<file path="src/rtl/lrs_pkg.sv">
// Package for the link reconnect supervisor: item, result, state and config types,
// event kinds, status codes, register indexes and fixed timing constants.
// No dependencies.
`default_nettype none

package lrs_pkg;

    // Event kinds carried by an input beat.
    localparam logic [1:0] KIND_TICK     = 2'd0;
    localparam logic [1:0] KIND_PROBE    = 2'd1;
    localparam logic [1:0] KIND_RECONFIG = 2'd2;

    // Status codes reported with every result beat.
    localparam logic [3:0] ST_IDLE        = 4'd0;
    localparam logic [3:0] ST_OK          = 4'd1;
    localparam logic [3:0] ST_UNREACHABLE = 4'd2;
    localparam logic [3:0] ST_CONNECT_ERR = 4'd3;
    localparam logic [3:0] ST_PROBE_LOST  = 4'd4;
    localparam logic [3:0] ST_DROPPED     = 4'd5;
    localparam logic [3:0] ST_PING_FAIL   = 4'd6;
    localparam logic [3:0] ST_WIFI_OFF    = 4'd7;
    localparam logic [3:0] ST_RECONFIG    = 4'd8;

    // Configuration register indexes.
    localparam int CFG_IDX_W = 3;
    localparam logic [CFG_IDX_W-1:0] CFG_LINK_ENABLE   = 3'd0;
    localparam logic [CFG_IDX_W-1:0] CFG_BACKOFF_BASE  = 3'd1;
    localparam logic [CFG_IDX_W-1:0] CFG_BACKOFF_MAX   = 3'd2;
    localparam logic [CFG_IDX_W-1:0] CFG_PING_INTERVAL = 3'd3;
    localparam logic [CFG_IDX_W-1:0] CFG_STATE_PERIOD  = 3'd4;
    localparam logic [CFG_IDX_W-1:0] CFG_ENTITY_PERIOD = 3'd5;

    // Register reset values.
    localparam logic [31:0] BACKOFF_BASE_RST  = 32'd5000;
    localparam logic [31:0] BACKOFF_MAX_RST   = 32'd60000;
    localparam logic [31:0] PING_INTERVAL_RST = 32'd30000;
    localparam logic [31:0] STATE_PERIOD_RST  = 32'd60000;
    localparam logic [31:0] ENTITY_PERIOD_RST = 32'd60000;

    // Fixed timeouts in milliseconds.
    localparam logic [31:0] LOST_MS  = 32'd30000;
    localparam logic [31:0] DEFER_MS = 32'd60000;
    localparam logic [31:0] QFULL_MS = 32'd5000;

    // Link mode, one-hot.
    typedef enum logic [2:0] {
        MODE_OFF   = 3'b001,
        MODE_PROBE = 3'b010,
        MODE_UP    = 3'b100
    } t_mode;

    typedef struct packed {
        logic [1:0]  kind;
        logic [31:0] now_ms;
        logic        wifi_up;
        logic        sock_connected;
        logic        write_ok;
        logic        queue_accepts;
        logic        probe_ok;
        logic        probe_deferred;
        logic        connect_ok;
    } t_in_item;

    typedef struct packed {
        logic       start_probe;
        logic       send_ping;
        logic       announce_online;
        logic       send_state;
        logic       send_entities;
        logic       close_link;
        logic       connected;
        logic [3:0] status_code;
    } t_out_item;

    typedef struct packed {
        logic        link_enable;
        logic [31:0] backoff_base_ms;
        logic [31:0] backoff_max_ms;
        logic [31:0] ping_interval_ms;
        logic [31:0] state_period_ms;
        logic [31:0] entity_period_ms;
    } t_cfg;

    typedef struct packed {
        t_mode       mode;
        logic        probe_pending;
        logic [31:0] probe_start;
        logic [31:0] retry_at;
        logic [31:0] backoff_now;
        logic [31:0] last_ping_at;
        logic [31:0] last_state_at;
        logic [31:0] last_entity_at;
        logic [3:0]  status_reg;
    } t_state;

endpackage

`default_nettype wire

</file>
<file path="src/rtl/lrs_step.sv">
// Next-state and result logic for one event of the link reconnect supervisor.
// Purely combinational; depends on lrs_pkg.
`default_nettype none

module lrs_step (
    input  lrs_pkg::t_state    i_state,
    input  lrs_pkg::t_cfg      i_cfg,
    input  lrs_pkg::t_in_item  i_item,
    output lrs_pkg::t_state    o_state,
    output lrs_pkg::t_out_item o_result
);
    import lrs_pkg::*;

    logic [31:0] w_now;
    logic [32:0] w_dbl;
    logic [31:0] w_grown;
    logic [31:0] w_retry_backoff;
    logic [31:0] w_neg_backoff;
    logic [31:0] w_retry_diff;
    logic [31:0] w_probe_age;
    logic        w_ping_due;
    logic        w_state_due;
    logic        w_entity_due;
    logic        w_lost;
    logic        w_retry_due;
    t_state      n_state;
    t_out_item   n_result;

    assign w_now = i_item.now_ms;

    // Doubled backoff, saturating at the configured ceiling.
    assign w_dbl   = {i_state.backoff_now, 1'b0};
    assign w_grown = (w_dbl > {1'b0, i_cfg.backoff_max_ms}) ? i_cfg.backoff_max_ms
                                                             : w_dbl[31:0];

    // Time arithmetic, all modulo 2^32 and evaluated side by side.
    assign w_retry_backoff = w_now + i_state.backoff_now;
    assign w_neg_backoff   = 32'd0 - i_state.backoff_now;
    assign w_retry_diff    = w_now - i_state.retry_at;
    assign w_probe_age     = w_now - i_state.probe_start;
    assign w_ping_due   = (w_now - i_state.last_ping_at)   >= i_cfg.ping_interval_ms;
    assign w_state_due  = (w_now - i_state.last_state_at)  >= i_cfg.state_period_ms;
    assign w_entity_due = (w_now - i_state.last_entity_at) >= i_cfg.entity_period_ms;

    // A probe in flight too long is abandoned; the retry may then fire on this tick.
    assign w_lost = (i_state.mode == MODE_PROBE) && (w_probe_age > LOST_MS);
    always_comb begin
        if (w_lost) begin
            // After a lost probe the retry time is now + backoff.
            w_retry_due = !w_neg_backoff[31];
        end else begin
            w_retry_due = (i_state.mode != MODE_PROBE) && (i_state.mode != MODE_UP) &&
                          !i_state.probe_pending && !w_retry_diff[31];
        end
    end

    // Event handling.
    always_comb begin
        n_state  = i_state;
        n_result = '0;
        case (i_item.kind)
            KIND_RECONFIG: begin
                n_result.close_link = (i_state.mode == MODE_UP);
                n_state.mode        = MODE_OFF;
                n_state.status_reg  = ST_RECONFIG;
                n_state.retry_at    = '0;
                n_state.backoff_now = i_cfg.backoff_base_ms;
            end
            KIND_PROBE: begin
                n_state.probe_pending = 1'b0;
                if (i_cfg.link_enable && (i_state.mode == MODE_PROBE)) begin
                    if (i_item.probe_deferred) begin
                        n_state.retry_at = w_now + DEFER_MS;
                        n_state.mode     = MODE_OFF;
                    end else if (!i_item.probe_ok) begin
                        n_state.status_reg  = ST_UNREACHABLE;
                        n_state.mode        = MODE_OFF;
                        n_state.retry_at    = w_retry_backoff;
                        n_state.backoff_now = w_grown;
                    end else if (i_item.connect_ok) begin
                        n_state.mode             = MODE_UP;
                        n_state.backoff_now      = i_cfg.backoff_base_ms;
                        n_state.status_reg       = ST_OK;
                        n_result.announce_online = 1'b1;
                        n_state.last_state_at    = w_now;
                        n_state.last_entity_at   = w_now;
                        n_state.last_ping_at     = w_now;
                    end else begin
                        n_state.status_reg  = ST_CONNECT_ERR;
                        n_state.mode        = MODE_OFF;
                        n_state.retry_at    = w_retry_backoff;
                        n_state.backoff_now = w_grown;
                    end
                end
            end
            KIND_TICK: begin
                if (!i_cfg.link_enable || !i_item.wifi_up) begin
                    // Link disabled or no network: drop to off.
                    if ((i_state.mode == MODE_PROBE) || (i_state.mode == MODE_UP)) begin
                        n_result.close_link = (i_state.mode == MODE_UP);
                        n_state.mode        = MODE_OFF;
                        n_state.status_reg  = ST_WIFI_OFF;
                    end
                end else if (i_state.mode == MODE_UP) begin
                    if (!i_item.sock_connected) begin
                        n_result.close_link = 1'b1;
                        n_state.mode        = MODE_OFF;
                        n_state.status_reg  = ST_DROPPED;
                        n_state.retry_at    = w_retry_backoff;
                    end else if (w_ping_due && !i_item.write_ok) begin
                        n_result.close_link = 1'b1;
                        n_state.mode        = MODE_OFF;
                        n_state.status_reg  = ST_PING_FAIL;
                        n_state.retry_at    = w_retry_backoff;
                    end else begin
                        if (w_ping_due) begin
                            n_result.send_ping   = 1'b1;
                            n_state.last_ping_at = w_now;
                        end
                        if (w_state_due) begin
                            n_result.send_state   = 1'b1;
                            n_state.last_state_at = w_now;
                        end
                        if (w_entity_due) begin
                            n_result.send_entities = 1'b1;
                            n_state.last_entity_at = w_now;
                        end
                    end
                end else begin
                    // Off or probing: watch for a lost probe, then for the retry time.
                    if (w_lost) begin
                        n_state.probe_pending = 1'b0;
                        n_state.mode          = MODE_OFF;
                        n_state.retry_at      = w_retry_backoff;
                        n_state.status_reg    = ST_PROBE_LOST;
                    end
                    if (w_retry_due) begin
                        if (i_item.queue_accepts) begin
                            n_result.start_probe  = 1'b1;
                            n_state.probe_pending = 1'b1;
                            n_state.mode          = MODE_PROBE;
                            n_state.probe_start   = w_now;
                        end else begin
                            n_state.retry_at = w_now + QFULL_MS;
                        end
                    end
                end
            end
            default: begin
                n_state = i_state;
            end
        endcase
        n_result.connected   = (n_state.mode == MODE_UP);
        n_result.status_code = n_state.status_reg;
    end

    assign o_state  = n_state;
    assign o_result = n_result;

endmodule

`default_nettype wire

</file>
<file path="src/rtl/link_reconnect_supervisor.sv">
// Link reconnect supervisor: input register, combinational event logic, result register.
// Depends on lrs_pkg and lrs_step.
// A result beat is registered when its event leaves the input register, which waits on a full
// result register. Throughput: one event per cycle while results are taken; the next event sees
// the state left by the previous one because the state registers load with the result register.
// Reset (synchronous, active low) empties both registers and returns the mode to off,
// the backoff to its base value and all configuration registers to their defaults.
`default_nettype none

module link_reconnect_supervisor (
    input  wire                            i_clk,
    input  wire                            i_rst_n,
    input  wire                            i_in_valid,
    output logic                           o_in_ready,
    input  lrs_pkg::t_in_item              i_in,
    output logic                           o_out_valid,
    input  wire                            i_out_ready,
    output lrs_pkg::t_out_item             o_out,
    input  wire                            i_cfg_valid,
    output logic                           o_cfg_ready,
    input  wire [lrs_pkg::CFG_IDX_W-1:0]   i_cfg_index,
    input  wire [31:0]                     i_cfg_data
);
    import lrs_pkg::*;

    logic      r_in_valid;
    t_in_item  r_in;
    logic      r_out_valid;
    t_out_item r_out;
    t_state    r_state;
    t_cfg      r_cfg;
    t_state    n_state;
    t_out_item n_out;
    logic      w_out_load;
    logic      w_step_fire;

    // Handshake: the result register frees up when empty or when its beat is taken.
    assign w_out_load  = !r_out_valid || i_out_ready;
    assign w_step_fire = r_in_valid && w_out_load;
    assign o_in_ready  = !r_in_valid || w_step_fire;
    assign o_cfg_ready = 1'b1;
    assign o_out_valid = r_out_valid;
    assign o_out       = r_out;

    lrs_step u_step (
        .i_state  (r_state),
        .i_cfg    (r_cfg),
        .i_item   (r_in),
        .o_state  (n_state),
        .o_result (n_out)
    );

    // Input beat payload.
    always_ff @(posedge i_clk) begin
        if (i_in_valid && o_in_ready) begin
            r_in <= i_in;
        end
    end

    // Result beat payload.
    always_ff @(posedge i_clk) begin
        if (w_step_fire) begin
            r_out <= n_out;
        end
    end

    // Valid flags and supervisor state.
    always_ff @(posedge i_clk) begin
        if (!i_rst_n) begin
            r_in_valid             <= 1'b0;
            r_out_valid            <= 1'b0;
            r_state.mode           <= MODE_OFF;
            r_state.probe_pending  <= 1'b0;
            r_state.probe_start    <= '0;
            r_state.retry_at       <= '0;
            r_state.backoff_now    <= BACKOFF_BASE_RST;
            r_state.last_ping_at   <= '0;
            r_state.last_state_at  <= '0;
            r_state.last_entity_at <= '0;
            r_state.status_reg     <= ST_IDLE;
        end else begin
            if (o_in_ready) begin
                r_in_valid <= i_in_valid;
            end
            if (w_out_load) begin
                r_out_valid <= r_in_valid;
            end
            if (w_step_fire) begin
                r_state <= n_state;
            end
        end
    end

    // Configuration registers; unknown indexes are ignored.
    always_ff @(posedge i_clk) begin
        if (!i_rst_n) begin
            r_cfg.link_enable      <= 1'b0;
            r_cfg.backoff_base_ms  <= BACKOFF_BASE_RST;
            r_cfg.backoff_max_ms   <= BACKOFF_MAX_RST;
            r_cfg.ping_interval_ms <= PING_INTERVAL_RST;
            r_cfg.state_period_ms  <= STATE_PERIOD_RST;
            r_cfg.entity_period_ms <= ENTITY_PERIOD_RST;
        end else if (i_cfg_valid && o_cfg_ready) begin
            case (i_cfg_index)
                CFG_LINK_ENABLE:   r_cfg.link_enable      <= i_cfg_data[0];
                CFG_BACKOFF_BASE:  r_cfg.backoff_base_ms  <= i_cfg_data;
                CFG_BACKOFF_MAX:   r_cfg.backoff_max_ms   <= i_cfg_data;
                CFG_PING_INTERVAL: r_cfg.ping_interval_ms <= i_cfg_data;
                CFG_STATE_PERIOD:  r_cfg.state_period_ms  <= i_cfg_data;
                CFG_ENTITY_PERIOD: r_cfg.entity_period_ms <= i_cfg_data;
                default: begin
                    r_cfg <= r_cfg;
                end
            endcase
        end
    end

    // A processed event always leaves a result beat behind it.
    a_step_fills_out: assert property (@(posedge i_clk) disable iff (!i_rst_n)
        w_step_fire |=> r_out_valid)
        else $error("result register empty after an event was processed");

    // The link can only be closed from the up mode.
    a_close_from_up: assert property (@(posedge i_clk) disable iff (!i_rst_n)
        (w_step_fire && n_out.close_link) |-> (r_state.mode == MODE_UP))
        else $error("close_link raised while the link was not up");

    // The connected flag of a result matches the mode it leaves behind.
    a_connected_tracks_mode: assert property (@(posedge i_clk) disable iff (!i_rst_n)
        w_step_fire |=> (r_out.connected == (r_state.mode == MODE_UP)))
        else $error("connected flag disagrees with the stored mode");

    // Launching a probe marks it pending and enters probing.
    a_probe_marks_busy: assert property (@(posedge i_clk) disable iff (!i_rst_n)
        (w_step_fire && n_out.start_probe) |=>
            (r_state.probe_pending && (r_state.mode == MODE_PROBE)))
        else $error("probe launched without the pending flag and probing mode");

    // Coming online is only ever reported with the link up.
    a_announce_connected: assert property (@(posedge i_clk) disable iff (!i_rst_n)
        (w_step_fire && n_out.announce_online) |-> n_out.connected)
        else $error("announce_online without the link up");

endmodule

`default_nettype wire

</file>
<file path="config.mk">
export PLATFORM = sky130hd
export DESIGN_NAME = link_reconnect_supervisor
export DESIGN_NICKNAME = d
export VERILOG_FILES = /design/src/rtl/lrs_pkg.sv /design/src/rtl/lrs_step.sv /design/src/rtl/link_reconnect_supervisor.sv
export SDC_FILE = /design/constraint.sdc
export NUM_CORES = 2
export LEC_CHECK = 0
export ABC_AREA = 1
export BUFFER_PORTS_ARGS = -buffer_cell sky130_fd_sc_hd__clkbuf_2
export CAP_MARGIN = 10
export CORE_MARGIN = 4
export CORE_UTILIZATION = 45
export CTS_BUF_LIST = sky130_fd_sc_hd__clkbuf_16
export DETAILED_ROUTE_END_ITERATION = 10
export GPL_ROUTABILITY_DRIVEN = 1
export PLACE_DENSITY = 0.6
export RECOVER_POWER = 50
export SLEW_MARGIN = 10
export SYNTH_ARGS = -nofsm -noshare
export SYNTH_HDL_FRONTEND = slang
export SYNTH_HIERARCHICAL = 1
export SYNTH_SLANG_ARGS = --single-unit
</file>
<file path="constraint.sdc">
create_clock -name i_clk -period 7.4 [get_ports i_clk]
set_input_delay 0.37 -clock i_clk [delete_from_list [all_inputs] [get_ports i_clk]]
set_output_delay 0.37 -clock i_clk [all_outputs]
set_load 0.01 [all_outputs]
</file>
## After elaboration in Yosys (flattened, before gate mapping)

Index checks and enable logic that the tools add are counted.

| cells by class | value |
|---|---|
| equality and inequality tests | 26 |
| magnitude comparators | 5 |
| bitwise operators | 8 |
| add/subtract/negate cells | 9 |
| multiplexer cells | 61 |
| reduce and logical (&&, ||, !) cells | 41 |

Operators by type and width:

| operator | count |
|---|---|
| $mux W96 | 6 |
| $mux W32 | 12 |
| $pmux W96 S2 | 1 |
| $mux W164 | 1 |
| $sub A32 B32 Y32 | 5 |
| $mux W132 | 1 |
| $ge A32 B32 Y1 | 3 |
| $pmux W32 S3 | 1 |
| $mux W68 | 1 |
| $mux W65 | 1 |
| $mux W64 | 1 |
| $pmux W32 S2 | 1 |
| $mux W36 | 1 |
| $gt A33 B32 Y1 | 1 |
| $mux W33 | 1 |
| $reduce_and A11 Y1 | 3 |
| $add A32 B13 Y32 const B | 1 |
| $add A32 B16 Y32 const B | 1 |
| $add A32 B32 Y32 | 1 |
| $gt A32 B15 Y1 const B | 1 |
| $mux W4 | 8 |
| $sub A1 B32 Y32 const A | 1 |
| $mux W3 | 9 |
| $ne A2 B2 Y1 const B | 7 |
| other kinds (27) | 81 |

| storage, ports and cells | value |
|---|---|
| input port bits | 81 |
| output and inout bits | 14 |
| bits in registers | 415 |

## Depth between registers and ports, before layout

| depth | value |
|---|---|
| depth after elaboration | 10 |
| mapped depth | 39 |

## Hierarchy

Netlist, hierarchy kept.

Modules (own cells, without submodules):

| module | instances | area each (um^2) | cells each | seq. area each (um^2) |
|---|---|---|---|---|
| lrs_step | 1 | 21827.2 | 4045 | 0.0 |
| link_reconnect_supervisor | 1 | 15967.8 | 2034 | 8828.5 |

## Worst setup path after synthesis

OpenSTA, ideal clock, no wires.

| path | value |
|---|---|
| path type | reg2reg |
| start | register r_in[7] (netlist name) |
| end | register r_state[136] (netlist name) |
| period minus slack after synthesis | 5.421 ns |
| required time | 7.287 ns |
| setup slack | 1.979 ns |
| arrival time | 5.308 ns |
| path buffers | 2 |
| stages on the path, launching flop included | 38 |
| cell sequence | edfxtp_1 > inv_1 > ha_1 > inv_1 > fa_1 > a21oi_1 > o21bai_1 > nand2_1 > o211ai_1 > a21boi_1 > o21ai_0 > a21boi_0 > o21ai_2 > nand3_1 > nand3_1 > a21boi_1 > o21ai_0 > xor2_1 > [2 not listed] > inv_1 > nand3_1 > nor3_1 > and3_1 > nand4_1 > nand3_1 > nand2_1 > nand2_1 > inv_1 > buf_2 > clkbuf_1 > o211ai_1 > nand3_1 > nand2_1 > a21oi_1 > nand3b_1 > nand2_1 > nor2_1 |

RTL lines:

| element | RTL line | text |
|---|---|---|
| start, declared | link_reconnect_supervisor.sv:27 | `t_in_item r_in;` |
| start signal, assigned | link_reconnect_supervisor.sv:56 | `r_in <= i_in;` |
| end signal, assigned | link_reconnect_supervisor.sv:89 | `r_state <= n_state;` |
| end, declared | link_reconnect_supervisor.sv:30 | `t_state r_state;` |

## Worst setup path after layout

| path | value |
|---|---|
| start | register r_in[7] (netlist name) |
| end | register r_state[6] (netlist name) |

| between the ends | value |
|---|---|
| cells in the longest elaborated chain, start to end | 5 |
| elaborated cells on any way between the ends | 8 |

Ends and longest elaborated chain:

| element | RTL line | text |
|---|---|---|
| $sub A32 B32 Y32 | lrs_step.sv:41 | `assign w_ping_due = (w_now - i_state.last_ping_at) >= i_cfg.ping_interval_ms;` |
| $ge A32 B32 Y1 | lrs_step.sv:41 |  |
| $logic_and A1 B1 Y1 | lrs_step.sv:110 | `end else if (w_ping_due && !i_item.write_ok) begin` |
| $ne A2 B2 Y1 (no line) | n/a |  |
| $reduce_and A11 Y1 (no line) (*) | n/a |  |

Mark *: on every way between the ends. The rest lies on a longest branch, timed or not.
A chain may end at the register's enable or synchronous reset.

==> reports/results.ini <==
[outcome]
outcome=finished, violations left
violations=capacitance limit, slew limit

[power]
power.leakage_nw=18.8
powerDensity_mw_per_mm2=197
peakVddDrop_uv=176

[timing]
slew_violations=501
worstMarginPinSlew_ps=4400
setup_tns_ps=0
layout_min_cycle_time_ps=6790
fin_crit_sh_pct=91.8
finalHoldViolCount=0
slew_headroom_pct=-193
rsz0062_at_grt=false
setup_viol=0
fin_skew_ps=15.2
max_freq_mhz=147
fin_hold_ws_ps=52.5

[critical_path]
crit_type=reg -> reg
max_stage_delay_ps=550
required_ps=7910
critPathSlowestCell=buf_4
start_kind=register
startpoint=r_in[7]
worst_path_dominant_cell_family=compound AO/OA/AOI/OAI gates
path_max_fanout=65
crit_arrival_ps=7300
critPathBufInv=5
end_kind=register
timing.rr.start=r_in[7]

[routing]
wirelength_um=144000
drtAntennaViolNets=0
vias=40600
drtIter0Drc=4380
avgViaCountPerCell=5.66
first_pass_iters=8
wire_per_inst_um=20.2
drc=0

[global_routing]
use_met3_pct=6.90
met2_usage_pct=47.1
grtUsageTotal_pct=31.2
grt_first_pass_wirelength_um=219000
gr-total-overflow=0
grt_pass1_vias=36500
antenna_found_initial=4
globalRoute.busiestLayer=met2
grt_max_degree=181
gr-usage-met1_pct=44.0

[clocking]
root_buffer=clkbuf_16
clk_latency_ps=630
post-cts-setup-buffers=0
clk_path_buf_depth=3
cts_tree=built
cts_buffers=54
clk_pin_slew_worst_paths_ps=60
htreeDepth=2
cts_sinks=415

[floorplanning]
die_area_mm2=0.0887
die_h_um=298
fp.dieW_um=298
coreArea_mm2=0.0834
rows=106
start_util_pct=45.3
io-pin-count=95

[layout]
nFillCells=8688
drive_gt1_share_pct=4.72
n_antenna_cell=0
final_common_cell=nand2_1
layout_common_cells=nand2_1 (1,368), nor2_1 (906), inv_1 (683), a21oi_1 (569), nand3_1 (368)
fin_nets=6440
syn_to_final_growth_pct=9.05

[worst_hold_path]
hold_class=in -> reg
hp-start=i_cfg_data[10]

[synthesis]
yosysUniqueCellTypes=59
avgSynthCellArea_um2=6.22
ys.flop_type=dfxtp_1
synth_fp_nets=6484
synth_edf_count=52
synthCells=6079
synthesis.area_mm2=0.0378
ys_warn_count=6
synth_seq_cells=415
async_reset_ff_share_pct=0
ys_seq_area_share_pct=23.4

[placed_design]
io_buffers=93
gp_congestion=0.965
dp_hpwl_um=99500

[flow_run]
drv_cap=6

path summary, 6_finish.rpt:
kind                     end  slack [ps]  cells after the start
setup / recovery  r_state[6]         610                     35
hold / removal     r_cfg[74]          50                      3
setup reg to reg  r_state[6]         610                     35
hold reg to reg    r_cfg[13]         460                      2
area by class of cell:
| class | count | area [µm²] | share of cell area (%) |
|---|---|---|---|
| Clock inverter | 45 | 469 | 1.14 |
| Timing Repair Buffer | 212 | 1460 | 3.53 |
| Inverter | 690 | 2600 | 6.30 |
| Clock buffer | 57 | 1430 | 3.46 |
| Sequential cell | 415 | 8830 | 21.4 |
| Tap cell | 1080 | 1350 | 3.28 |
| Multi-Input combinational cell | 4662 | 25100 | 60.9 |
kinds of logic (layout without fill, tap and decap cells):
logic type	count (synthesis)	count (layout)	share of synthesized area (%)
buffers and inverters	1002	1004	10.4
adders and majority gates	324	324	10.8
DFF	415	415	23.4
other	1	1	0.00992
and+or+nand+nor	2991	2991	33.8
xor gates and xnor gates	157	157	3.64
AOI/OAI and AO/OA	1189	1189	17.9
worst min-delay path, stage by stage:
cell and delay, ps:
clkbuf_2 140, nand2_1 70, nand3_1 70
stage by stage:
step	instances	power (mW)	setup WS, ps	cell area (µm²)	utilization [%]
floorplan	6079	4.40	1980	37800	-
global placement	7018	5.15	998	39000	46.7
detailed placement	7018	5.17	765	39000	46.7
CTS	7161	8.07	708	41300	49.5
global route	7161	8.57	110	41200	49.4
finish	7161	8.10	610	41200	49.4
layer usage:
| layer | share of wire (%) | up-vias |
|---|---|---|
| met5 | 0.012 | - |
| li1 | - | 19900 |
| met2 | 41 | 1749 |
| met1 | 45 | 18600 |
| met4 | 3.6 | 2 |
| met3 | 10 | 228 |
power breakdown:
| group | switching (mW) | internal, mW |
|---|---|---|
| Sequential | 0.144 | 2.41 |
| Combinational | 1.76 | 0.925 |
| Clock | 1.15 | 1.71 |
synthesized netlist by cell type (5+ instances only):
cell type  instances  area [µm²]
xnor2_1           39         342
nand3b_1         205        1540
a21oi_1          569        2850
clkbuf_1         157         589
nor2_1           913        3430
nand4_1           43         269
nand2_1         1369        5140
edfxtp_1          52        1560
a211oi_1          14         105
buf_2             96         480
inv_1            674        2530
nor3_1            49         245
nand3_1          368        1840
o21ai_1           42         210
nor4_1            10        62.6
a21boi_1           8        60.1
clkinv_1           6        22.5
o21ai_0          268        1340
xor2_1           118        1030
inv_2             10        37.5
a21boi_0           7        52.6
buf_1             45         169
buf_4             10        75.1
a21o_1            16         120
ha_1             319        3990
o221ai_1          19         166
o211ai_1         160        1200
a31oi_1           25         156
nand2_2            9        56.3
o31ai_1            9        67.6
o21bai_1           9        67.6
fa_1               5         100
a22oi_1            5        37.5
nor2_2             9        56.3
o21a_1             7        52.6
dfxtp_1          363        7270
o22ai_1            6        37.5
flip-flops by register name, summed over array words and instances, names as in the netlist:
signal,flops
r_cfg,161
r_in,41
o_out_valid,1
r_state,200
r_in_valid,1
o_out,11
repair_timing:
item                                   4_1_cts  5_1_grt
gates resized for setup                      0        0
hold buffers                                41        0
endpoints found under the hold margin       41        0
No activity file was read; power rests on OpenSTA's default activity.
